## config.mk

```make
export PLATFORM = sky130hd
export DESIGN_NAME = freeze_thaw_front_finder
export DESIGN_NICKNAME = d
export VERILOG_FILES = /design/src/rtl/ftff_pkg.sv /design/src/rtl/freeze_thaw_front_finder.sv /design/src/rtl/ftff_interp.sv
export SDC_FILE = /design/constraint.sdc
export NUM_CORES = 2
export LEC_CHECK = 0
export BUFFER_PORTS_ARGS = -buffer_cell sky130_fd_sc_hd__clkbuf_2
export CAP_MARGIN = 20
export CORE_UTILIZATION = 50
export CTS_CLUSTER_SIZE = 40
export DETAILED_ROUTE_END_ITERATION = 10
export GPL_TIMING_DRIVEN = 1
export HOLD_SLACK_MARGIN = 0.06
export PLACE_DENSITY = 0.78
export SLEW_MARGIN = 40
export SYNTH_ARGS = -nofsm -noshare
export SYNTH_HDL_FRONTEND = slang
export SYNTH_HIERARCHICAL = 1
export SYNTH_SLANG_ARGS = --single-unit
```

## constraint.sdc

```tcl
create_clock -name aclk -period 12.2 [get_ports aclk]
set_input_delay 0.61 -clock aclk [delete_from_list [all_inputs] [get_ports aclk]]
set_output_delay 0.61 -clock aclk [all_outputs]
set_load 0.01 [all_outputs]
```

## src/rtl/ftff_pkg.sv

```systemverilog
// Shared widths, codes and types for the freeze/thaw front finder.
package ftff_pkg;

    localparam int TEMP_W  = 20;
    localparam int DEPTH_W = 20;
    localparam int COUNT_W = 5;
    localparam int SLOT_W  = 4;
    localparam int KIND_W  = 2;

    // magnitudes of 21-bit signed differences
    localparam int OP_W  = TEMP_W + 1;
    localparam int MUL_W = 2 * OP_W;

    localparam int FRONT_LIMIT_DEF = 3;

    localparam logic signed [TEMP_W-1:0] THR_RESET = 20'sd69926;

    localparam logic [KIND_W-1:0] KIND_NONE  = 2'd0;
    localparam logic [KIND_W-1:0] KIND_THAW  = 2'd1;
    localparam logic [KIND_W-1:0] KIND_FROST = 2'd2;

    // operands for one interpolation: |thr - Tu|, |Dl - Du|, |Tl - Tu|
    typedef struct packed {
        logic [OP_W-1:0] a_mag;
        logic [OP_W-1:0] b_mag;
        logic [OP_W-1:0] den_mag;
    } interp_op_t;

endpackage

```

## src/rtl/freeze_thaw_front_finder.sv

```systemverilog
// Top level of the freeze/thaw front finder: node pairing, front counts, result register.
// For a node with no front the request goes straight to the result register; a front first
//   passes the multiply and the 20 restoring divide steps in ftff_interp, then the handoff.
// Throughput: one request at a time; s_ready is high only while the sequencer is idle.
//   A finished result waiting in the output register does not block the next request.
// Reset (aresetn, synchronous, active low): threshold back to 69926, counts and the
//   stored lower node cleared, no result pending.
module freeze_thaw_front_finder #(
    parameter int FRONT_LIMIT = ftff_pkg::FRONT_LIMIT_DEF
) (
    input  logic                               aclk,
    input  logic                               aresetn,

    input  logic                               cfg_wr_en,
    input  logic signed [ftff_pkg::TEMP_W-1:0] cfg_wr_data,

    input  logic                               s_valid,
    output logic                               s_ready,
    input  logic signed [ftff_pkg::TEMP_W-1:0] s_node_temp,
    input  logic [ftff_pkg::DEPTH_W-1:0]       s_node_depth,
    input  logic                               s_profile_start,

    output logic                               m_valid,
    input  logic                               m_ready,
    output logic [ftff_pkg::KIND_W-1:0]        m_front_kind,
    output logic [ftff_pkg::DEPTH_W-1:0]       m_front_depth,
    output logic [ftff_pkg::SLOT_W-1:0]        m_front_slot,
    output logic [ftff_pkg::COUNT_W-1:0]       m_thaw_count,
    output logic [ftff_pkg::COUNT_W-1:0]       m_frost_count
);

    localparam int TW  = ftff_pkg::TEMP_W;
    localparam int DW  = ftff_pkg::DEPTH_W;
    localparam int CW  = ftff_pkg::COUNT_W;
    localparam int SW  = ftff_pkg::SLOT_W;
    localparam int KW  = ftff_pkg::KIND_W;
    localparam int OPW = ftff_pkg::OP_W;
    localparam logic [CW-1:0] LIMIT = CW'(FRONT_LIMIT);

    typedef enum logic [2:0] {
        ST_IDLE = 3'b001,
        ST_CALC = 3'b010,
        ST_OUT  = 3'b100
    } state_t;

    state_t                state_reg, state_next;
    logic signed [TW-1:0]  thr_reg, thr_next;
    logic signed [TW-1:0]  lower_temp_reg, lower_temp_next;
    logic [DW-1:0]         lower_depth_reg, lower_depth_next;
    logic                  have_lower_reg, have_lower_next;
    logic [CW-1:0]         thaw_reg, thaw_next;
    logic [CW-1:0]         frost_reg, frost_next;

    // per-request working values
    logic [KW-1:0]         kind_reg, kind_next;
    logic [SW-1:0]         slot_reg, slot_next;
    logic [DW-1:0]         du_reg, du_next;
    logic                  neg_reg, neg_next;

    // result register
    logic                  m_valid_reg, m_valid_next;
    logic [KW-1:0]         m_kind_reg, m_kind_next;
    logic [DW-1:0]         m_depth_reg, m_depth_next;
    logic [SW-1:0]         m_slot_reg, m_slot_next;
    logic [CW-1:0]         m_thaw_reg, m_thaw_next;
    logic [CW-1:0]         m_frost_reg, m_frost_next;

    logic                  accept;
    logic                  thaw_hit, frost_hit;
    logic signed [OPW-1:0] a_diff, b_diff, den_diff;
    ftff_pkg::interp_op_t  iop;
    logic                  i_done;
    logic [DW-1:0]         i_quot;
    logic [DW-1:0]         offset;

    assign s_ready = (state_reg == ST_IDLE);
    assign accept  = s_valid && s_ready;

    // Upper node is the incoming one, lower node is the stored one.
    assign thaw_hit  = have_lower_reg && !s_profile_start && (s_node_temp > thr_reg)
                       && (lower_temp_reg <= thr_reg) && (thaw_reg < LIMIT);
    assign frost_hit = have_lower_reg && !s_profile_start && (s_node_temp < thr_reg)
                       && (lower_temp_reg >= thr_reg) && (frost_reg < LIMIT);

    // Signs cancel between numerator and divisor except for the depth span,
    // so the unit works on magnitudes and the depth span sign is applied after.
    assign a_diff   = OPW'(thr_reg) - OPW'(s_node_temp);
    assign b_diff   = $signed({1'b0, lower_depth_reg}) - $signed({1'b0, s_node_depth});
    assign den_diff = OPW'(lower_temp_reg) - OPW'(s_node_temp);

    assign iop.a_mag   = a_diff[OPW-1]   ? OPW'(-a_diff)   : OPW'(a_diff);
    assign iop.b_mag   = b_diff[OPW-1]   ? OPW'(-b_diff)   : OPW'(b_diff);
    assign iop.den_mag = den_diff[OPW-1] ? OPW'(-den_diff) : OPW'(den_diff);

    ftff_interp u_interp (
        .aclk    (aclk),
        .aresetn (aresetn),
        .start   (accept && (thaw_hit || frost_hit)),
        .op      (iop),
        .done    (i_done),
        .quot    (i_quot)
    );

    assign offset = neg_reg ? (~i_quot + DW'(1)) : i_quot;

    always_comb begin
        state_next       = state_reg;
        thr_next         = thr_reg;
        lower_temp_next  = lower_temp_reg;
        lower_depth_next = lower_depth_reg;
        have_lower_next  = have_lower_reg;
        thaw_next        = thaw_reg;
        frost_next       = frost_reg;
        kind_next        = kind_reg;
        slot_next        = slot_reg;
        du_next          = du_reg;
        neg_next         = neg_reg;
        m_valid_next     = m_valid_reg;
        m_kind_next      = m_kind_reg;
        m_depth_next     = m_depth_reg;
        m_slot_next      = m_slot_reg;
        m_thaw_next      = m_thaw_reg;
        m_frost_next     = m_frost_reg;

        if (cfg_wr_en) begin
            thr_next = cfg_wr_data;
        end

        if (m_valid_reg && m_ready) begin
            m_valid_next = 1'b0;
        end

        case (state_reg)
            ST_IDLE: begin
                if (accept) begin
                    lower_temp_next  = s_node_temp;
                    lower_depth_next = s_node_depth;
                    have_lower_next  = 1'b1;
                    du_next          = s_node_depth;
                    neg_next         = b_diff[OPW-1];
                    kind_next        = ftff_pkg::KIND_NONE;
                    slot_next        = '0;
                    if (s_profile_start) begin
                        thaw_next  = '0;
                        frost_next = '0;
                    end else if (thaw_hit) begin
                        kind_next = ftff_pkg::KIND_THAW;
                        slot_next = thaw_reg[SW-1:0];
                        thaw_next = thaw_reg + CW'(1);
                    end else if (frost_hit) begin
                        kind_next  = ftff_pkg::KIND_FROST;
                        slot_next  = frost_reg[SW-1:0];
                        frost_next = frost_reg + CW'(1);
                    end
                    state_next = (thaw_hit || frost_hit) ? ST_CALC : ST_OUT;
                end
            end
            ST_CALC: begin
                if (i_done) begin
                    state_next = ST_OUT;
                end
            end
            ST_OUT: begin
                // quotient stays valid in the unit until its next start
                if (!m_valid_reg || m_ready) begin
                    m_valid_next = 1'b1;
                    m_kind_next  = kind_reg;
                    m_slot_next  = slot_reg;
                    m_depth_next = (kind_reg == ftff_pkg::KIND_NONE) ? '0
                                                                     : du_reg + offset;
                    m_thaw_next  = thaw_reg;
                    m_frost_next = frost_reg;
                    state_next   = ST_IDLE;
                end
            end
            default: begin
                state_next = ST_IDLE;
            end
        endcase
    end

    always_ff @(posedge aclk) begin
        if (!aresetn) begin
            state_reg       <= ST_IDLE;
            thr_reg         <= ftff_pkg::THR_RESET;
            lower_temp_reg  <= '0;
            lower_depth_reg <= '0;
            have_lower_reg  <= 1'b0;
            thaw_reg        <= '0;
            frost_reg       <= '0;
            m_valid_reg     <= 1'b0;
        end else begin
            state_reg       <= state_next;
            thr_reg         <= thr_next;
            lower_temp_reg  <= lower_temp_next;
            lower_depth_reg <= lower_depth_next;
            have_lower_reg  <= have_lower_next;
            thaw_reg        <= thaw_next;
            frost_reg       <= frost_next;
            m_valid_reg     <= m_valid_next;
        end
        kind_reg    <= kind_next;
        slot_reg    <= slot_next;
        du_reg      <= du_next;
        neg_reg     <= neg_next;
        m_kind_reg  <= m_kind_next;
        m_depth_reg <= m_depth_next;
        m_slot_reg  <= m_slot_next;
        m_thaw_reg  <= m_thaw_next;
        m_frost_reg <= m_frost_next;
    end

    assign m_valid       = m_valid_reg;
    assign m_front_kind  = m_kind_reg;
    assign m_front_depth = m_depth_reg;
    assign m_front_slot  = m_slot_reg;
    assign m_thaw_count  = m_thaw_reg;
    assign m_frost_count = m_frost_reg;

    // divider finishes only while the sequencer waits for it
    a_done_in_calc: assert property (@(posedge aclk) disable iff (!aresetn)
        i_done |-> (state_reg == ST_CALC))
        else $error("interp done outside CALC");

    a_count_limit: assert property (@(posedge aclk) disable iff (!aresetn)
        (thaw_reg <= LIMIT) && (frost_reg <= LIMIT))
        else $error("front count above limit");

    a_thaw_slot: assert property (@(posedge aclk) disable iff (!aresetn)
        (m_valid && (m_front_kind == ftff_pkg::KIND_THAW))
            |-> (CW'(m_front_slot) < m_thaw_count))
        else $error("thaw slot not below thaw count");

    a_frost_slot: assert property (@(posedge aclk) disable iff (!aresetn)
        (m_valid && (m_front_kind == ftff_pkg::KIND_FROST))
            |-> (CW'(m_front_slot) < m_frost_count))
        else $error("frost slot not below frost count");

    a_accept_busy: assert property (@(posedge aclk) disable iff (!aresetn)
        accept |=> !s_ready)
        else $error("request taken while still busy");

endmodule

```

## src/rtl/ftff_interp.sv

```systemverilog
// Multiply then restoring shift-subtract divide for the front offset magnitude.
module ftff_interp (
    input  logic                           aclk,
    input  logic                           aresetn,
    input  logic                           start,
    input  ftff_pkg::interp_op_t           op,
    output logic                           done,
    output logic [ftff_pkg::DEPTH_W-1:0]   quot
);

    localparam int QW    = ftff_pkg::DEPTH_W;
    localparam int OPW   = ftff_pkg::OP_W;
    localparam int MW    = ftff_pkg::MUL_W;
    localparam int CNT_W = $clog2(QW);
    localparam logic [CNT_W-1:0] CNT_LAST = CNT_W'(QW - 1);

    typedef enum logic [2:0] {
        U_IDLE = 3'b001,
        U_MUL  = 3'b010,
        U_DIV  = 3'b100
    } ustate_t;

    ustate_t              state_reg, state_next;
    logic [OPW-1:0]       a_reg, a_next;
    logic [OPW-1:0]       b_reg, b_next;
    logic [OPW-1:0]       den_reg, den_next;
    logic [OPW-1:0]       rem_reg, rem_next;
    logic [QW-1:0]        low_reg, low_next;
    logic [CNT_W-1:0]     cnt_reg, cnt_next;
    logic                 done_reg, done_next;

    logic [MW-1:0]        prod;
    logic [OPW:0]         rem_sh;
    logic [OPW:0]         diff;
    logic                 ge;

    assign prod   = a_reg * b_reg;
    assign rem_sh = {rem_reg, low_reg[QW-1]};
    assign diff   = rem_sh - {1'b0, den_reg};
    assign ge     = rem_sh >= {1'b0, den_reg};

    always_comb begin
        state_next = state_reg;
        a_next     = a_reg;
        b_next     = b_reg;
        den_next   = den_reg;
        rem_next   = rem_reg;
        low_next   = low_reg;
        cnt_next   = cnt_reg;
        done_next  = 1'b0;
        case (state_reg)
            U_IDLE: begin
                if (start) begin
                    a_next     = op.a_mag;
                    b_next     = op.b_mag;
                    den_next   = op.den_mag;
                    state_next = U_MUL;
                end
            end
            U_MUL: begin
                // quotient < 2^QW, so the upper part is already below the divisor
                rem_next   = prod[QW+OPW-1:QW];
                low_next   = prod[QW-1:0];
                cnt_next   = '0;
                state_next = U_DIV;
            end
            U_DIV: begin
                rem_next = ge ? diff[OPW-1:0] : rem_sh[OPW-1:0];
                low_next = {low_reg[QW-2:0], ge};
                cnt_next = cnt_reg + CNT_W'(1);
                if (cnt_reg == CNT_LAST) begin
                    done_next  = 1'b1;
                    state_next = U_IDLE;
                end
            end
            default: begin
                state_next = U_IDLE;
            end
        endcase
    end

    always_ff @(posedge aclk) begin
        if (!aresetn) begin
            state_reg <= U_IDLE;
            done_reg  <= 1'b0;
        end else begin
            state_reg <= state_next;
            done_reg  <= done_next;
        end
        a_reg   <= a_next;
        b_reg   <= b_next;
        den_reg <= den_next;
        rem_reg <= rem_next;
        low_reg <= low_next;
        cnt_reg <= cnt_next;
    end

    assign done = done_reg;
    assign quot = low_reg;

endmodule

```

# --- Word-level counts from Yosys, hierarchy flattened ---
# Index checks and enable logic that the tools add are counted.
# W data, S select, Z words.
classes:
  eq_ne: 13
  multipliers: 1
  add_sub_neg: 12
  muxes: 29
  magnitude_cmp: 7
  n_reduce_logical: 27
  bitwise: 1
op_table:
  columns: ["cell", "n"]
  rows:
  - ["$mux W20", 4]
  - ["$neg A21 Y21", 3]
  - ["$sub A20 B20 Y21", 3]
  - ["$pmux W21 S2", 1]
  - ["$mul A21 B21 Y41", 1]
  - ["$pmux W20 S2", 1]
  - ["$mux W5", 5]
  - ["$ge A22 B21 Y1", 1]
  - ["$mux W21", 1]
  - ["$sub A21 B21 Y21", 1]
  - ["$add A20 B1 Y20 const B", 1]
  - ["$add A20 B20 Y20", 1]
  - ["$ge A20 B20 Y1", 1]
  - ["$gt A20 B20 Y1", 1]
  - ["$le A20 B20 Y1", 1]
  - ["$lt A20 B20 Y1", 1]
  - ["$not A20 Y20", 1]
  - ["$mux W3", 6]
  - ["$pmux W3 S3", 2]
  - ["$add A5 B1 Y5 const B", 3]
  - ["$logic_and A1 B1 Y1", 10]
  - ["$lt A5 B2 Y1 const B", 2]
  - ["$pmux W5 S2", 1]
  - ["$reduce_and A2 Y1", 5]
  - ["other kinds (16)", 33]
word_totals:
  output_inout_bits: 38
  word_cells: 119
  input_bits: 66
  ff_bits: 251

# --- Depth between registers and ports, before layout ---
logic_depth:
  depth_word: 9
  mapped_depth: 26

# --- Cells and area by module ---
# The synthesis kept the hierarchy.
by_module_without_submodules:
  columns: ["mod", "n_inst", "cells_per_inst", "area_each_um2", "seq_area_each_um2"]
  rows:
  - ["ftff_interp", 1, 2091, 19877.8, 3353.2]
  - ["freeze_thaw_front_finder", 1, 1373, 11250.8, 3393.3]

# --- Least setup slack after synthesis ---
# Ideal clock, no wire load.
synth_timing:
  path_kind: "reg-to-reg"
  from: "register u_interp.a_reg[9]"
  to: "register u_interp.rem_reg[9] (data pin)"
  path_buffers: 1
  path_stages_with_launch: 26
  setup_time_ns: 0.262
  arrival_time_ns: 6.255
  required_ns: 11.938
  synth_period_minus_slack_ns: 6.518
  path_slack_ns: 5.682
  cell_sequence: "edfxtp_1 > clkbuf_1 > and2_1 > fa_1 > fa_1 > inv_1 > fa_1 > inv_1 > fa_1 > inv_1 > fa_1 > inv_1 > fa_1 > inv_1 > fa_1 > inv_1 > ha_1 > nand2_1 > nor4_2 > o31ai_2 > a2111oi_4 > o21bai_1 > a21boi_0 > o2111ai_1 > o21ai_1 > nor2_1"
synth_via:
  elab_chain_len: 2
synth_rtl:
  columns: ["item", "line", "source"]
  rows:
  - ["from (decl)", "ftff_interp.sv:24", "logic [OPW-1:0] a_reg, a_next;"]
  - ["from (signal assigned)", "ftff_interp.sv:90", "a_reg <= a_next;"]
  - ["$mul A21 B21 Y41", "ftff_interp.sv:37", "assign prod = a_reg * b_reg;"]
  - ["$pmux W21 S2", "ftff_interp.sv:51", "case (state_reg)"]
  - ["net u_interp.rem_next[9]", "ftff_interp.sv:27", "logic [OPW-1:0] rem_reg, rem_next;"]
  - ["to (signal assigned)", "ftff_interp.sv:93", "rem_reg <= rem_next;"]
  - ["to (decl)", "ftff_interp.sv:27", null]
# The timed path passes the listed nets, and every way through them passes these cells.
# A chain may end at the register's enable or synchronous reset.

# --- Final worst setup path ---
layout_timing:
  from: "register u_interp.a_reg[8]"
  to: "register u_interp.rem_reg[9] (data pin)"
# The elaborated chain is that of the path after synthesis.

==> metrics.yaml <==
status: "complete, no violations"
path_class: "reg2reg"
cts_hold_buf: 0
io_buffers: 103
num_antenna_cells: 0
synth_area_mm2: 0.0311
grt_use_met2: 0.400
routabilityCongestion: 0.937
crit_path_max_fanout: 21
dieArea_mm2: 0.0633
cts_tree: "done"
setup_viol: 0
dp_hpwl_mm: 59.1
dieWidth_um: 252
antenna_left: 0
timing.rr.end: "u_interp/rem_reg[9]"
grt_pass1_vias: 24100
fin_area_mm2: 0.0334
ys_seq_area_frac: 0.217
power_mw: 6.08
finalSetupTns_ps: 0
post_cts_buffers: 0
cp.required_ps: 12530
ys_warn_count: 6
worstPathArrival_ps: 7800
synth-xor-area-share: 0.0490
num_vias: 24100
drtPass1Iterations: 6
period_share: 0.612
clockBufferDepth: 3
synth.area.top_cells: "fa_1 (23%), edfxtp_1 (17%), ha_1 (11%), inv_1 (6.6%), and2_1 (5.3%)"
nFillCells: 5428
use_met1: 0.337
drv_cap: 0
final_common_cell: "inv_1"
syn_inst: 3464
clk_root_buffer_cell: "clkbuf_16"
num_rows: 91
tightest_slew_ps: 910
via_per_inst: 5.56
yosysTopAreaCell: "fa_1"
synth_compound_area_frac: 0.121
totalWireLength_mm: 74.4
critPathLaunchType: "register"
grt_pass1_wl_mm: 124
powerDensity_mw_per_mm2: 182
post-route-drc-count: 0
layout_common_cells: "inv_1 (549), nand2_1 (403), fa_1 (362)"
relSlewSlack: 0.394
synth_cell_types: 90
insertion_delay_ps: 580
finalMaxSlewViolations: 0
cts_sinks: 251
postCtsResizedCells: 0
busiest_layer: "met2"
synth_top_family_by_area: "adder cells"
skew_ps: 11.3
cts_inserted_buffers: 29
synth_ff_type: "edfxtp_1"
p_leak_nw: 15.6
clk_pin_slew_ps: 60
final_layout_size_suffix_gt1_frac: 0.0667
synth_enable_flop_cells: 172
track_usage: 0.242
met3_usage: 0.0306
r2r_slack_ps: 4730
synth.avg_cell_area_um2: 8.99
hold_viol: 0
synth_fa_ha_area_frac: 0.343
grt_antenna_before_repair: 2
grt_max_degree: 77
finalNetCount: 4173
cts_htree_levels: 1
synth_mux_area_frac: 0.0101
hp-class: "in2reg"
drt_iter0_drc: 2016
ir_drop_mv: 0.250
placed_area_mm2: 0.0323
synthArstFlopShare: 0
io_pins: 104
grt.overflow.total: 0
min_period_ps: 7470
fmax_mhz: 134
reg2regPathDepth: 24
cp-startpoint: "u_interp/a_reg[8]"
yosys_register_bits: 251
rsz0062_at_grt: "no"
cp-end-kind: "register"
netlist.area_leader.share: 0.233
fp.dieH_um: 252
core_mm2: 0.0616
endpoint: "u_interp/rem_reg[9]"
synthSimpleGateAreaFrac: 0.175
start_util: 0.505
syn_to_final_growth_pct: 7.36
wire_per_inst_um: 17.2
reg2reg_from: "u_interp/a_reg[8]"
[power breakdown]
part | internal (mW) | switching (mW)
Combinational | 1.65 | 2.32
Clock | 0.573 | 0.378
Sequential | 1.11 | 0.0364
[metrics by stage]
step / std cells / hold WS (ps) / setup WS (ps) / utilization
2_1_floorplan: 3465 / 400 / 5680 / -
3_3_place_gp: 4268 / 403 / 4970 / 0.523
3_5_place_dp: 4270 / 405 / 4860 / 0.524
4_1_cts: 4324 / 223 / 4810 / 0.541
5_1_grt: 4331 / 247 / 4230 / 0.543
6_report: 4331 / 242 / 4730 / 0.543
[critical path, cell delays in order (launching register included)]
cell and delay [ps]:
edfxtp_1 820, and2_1 240, fa_1 450, fa_1 530, inv_1 60, fa_1 470
inv_1 50, fa_1 500, inv_1 50, fa_1 530, inv_1 50, fa_1 520
inv_1 60, fa_1 490, inv_1 50, ha_1 410, nand2_1 100, nor4_2 290
o31ai_2 160, a2111oi_4 450, o21bai_1 200, a21boi_0 350, o2111ai_1 160, o21ai_1 150
nor2_1 70
[metal layers]
| layer | wire length [um] | vias up |
|---|---|---|
| met5 | 13 | - |
| met4 | 1490 | 2 |
| met3 | 5290 | 96 |
| met2 | 34900 | 836 |
| met1 | 32800 | 11800 |
| li1 | - | 11400 |
[synth_stat cells (23+ instances only)]
| library cell | n |
|---|---|
| xor2_1 | 55 |
| edfxtp_1 | 172 |
| nand2_1 | 403 |
| dfxtp_1 | 79 |
| a21oi_1 | 194 |
| a211oi_1 | 23 |
| xnor2_1 | 119 |
| nand3_1 | 49 |
| o21ai_0 | 87 |
| a21o_1 | 63 |
| nor2_1 | 165 |
| fa_1 | 362 |
| nor3_1 | 38 |
| o211ai_1 | 25 |
| clkbuf_1 | 135 |
| a31oi_1 | 27 |
| inv_1 | 550 |
| ha_1 | 274 |
| and2_1 | 263 |
[logic make-up (layout without fill, tap and decap cells)]
kind of cell / count (synthesis) / count (layout)
other: 1 / 2
buffers and inverters: 700 / 729
DFF: 251 / 251
and+or+nand+nor: 1095 / 1095
AOI/OAI and AO/OA: 577 / 577
xor gates and xnor gates: 174 / 174
muxes: 30 / 30
adders and majority gates: 636 / 636
[area by class of cell]
cell class | count | area, um^2 | area share
multi-input cells | 2514 | 21800 | 0.651
clock buffers | 41 | 918 | 0.0275
inverters | 551 | 2070 | 0.0619
clock inverters | 13 | 151 | 0.00453
repair buffers | 124 | 731 | 0.0219
well taps | 837 | 1050 | 0.0313
flip-flops and latches | 251 | 6750 | 0.202
[worst min path at each step]
stage,start,to,cells after the start
floorplan,slot_reg[0],m_front_slot[0],0
global placement,slot_reg[0],m_front_slot[0],0
detailed placement,slot_reg[0],m_front_slot[0],0
CTS,cfg_wr_data[8],thr_reg[8],3
global route,s_node_depth[19],du_reg[19],1
finish,cfg_wr_data[8],thr_reg[8],3
(Power assumes the default switching activity.)
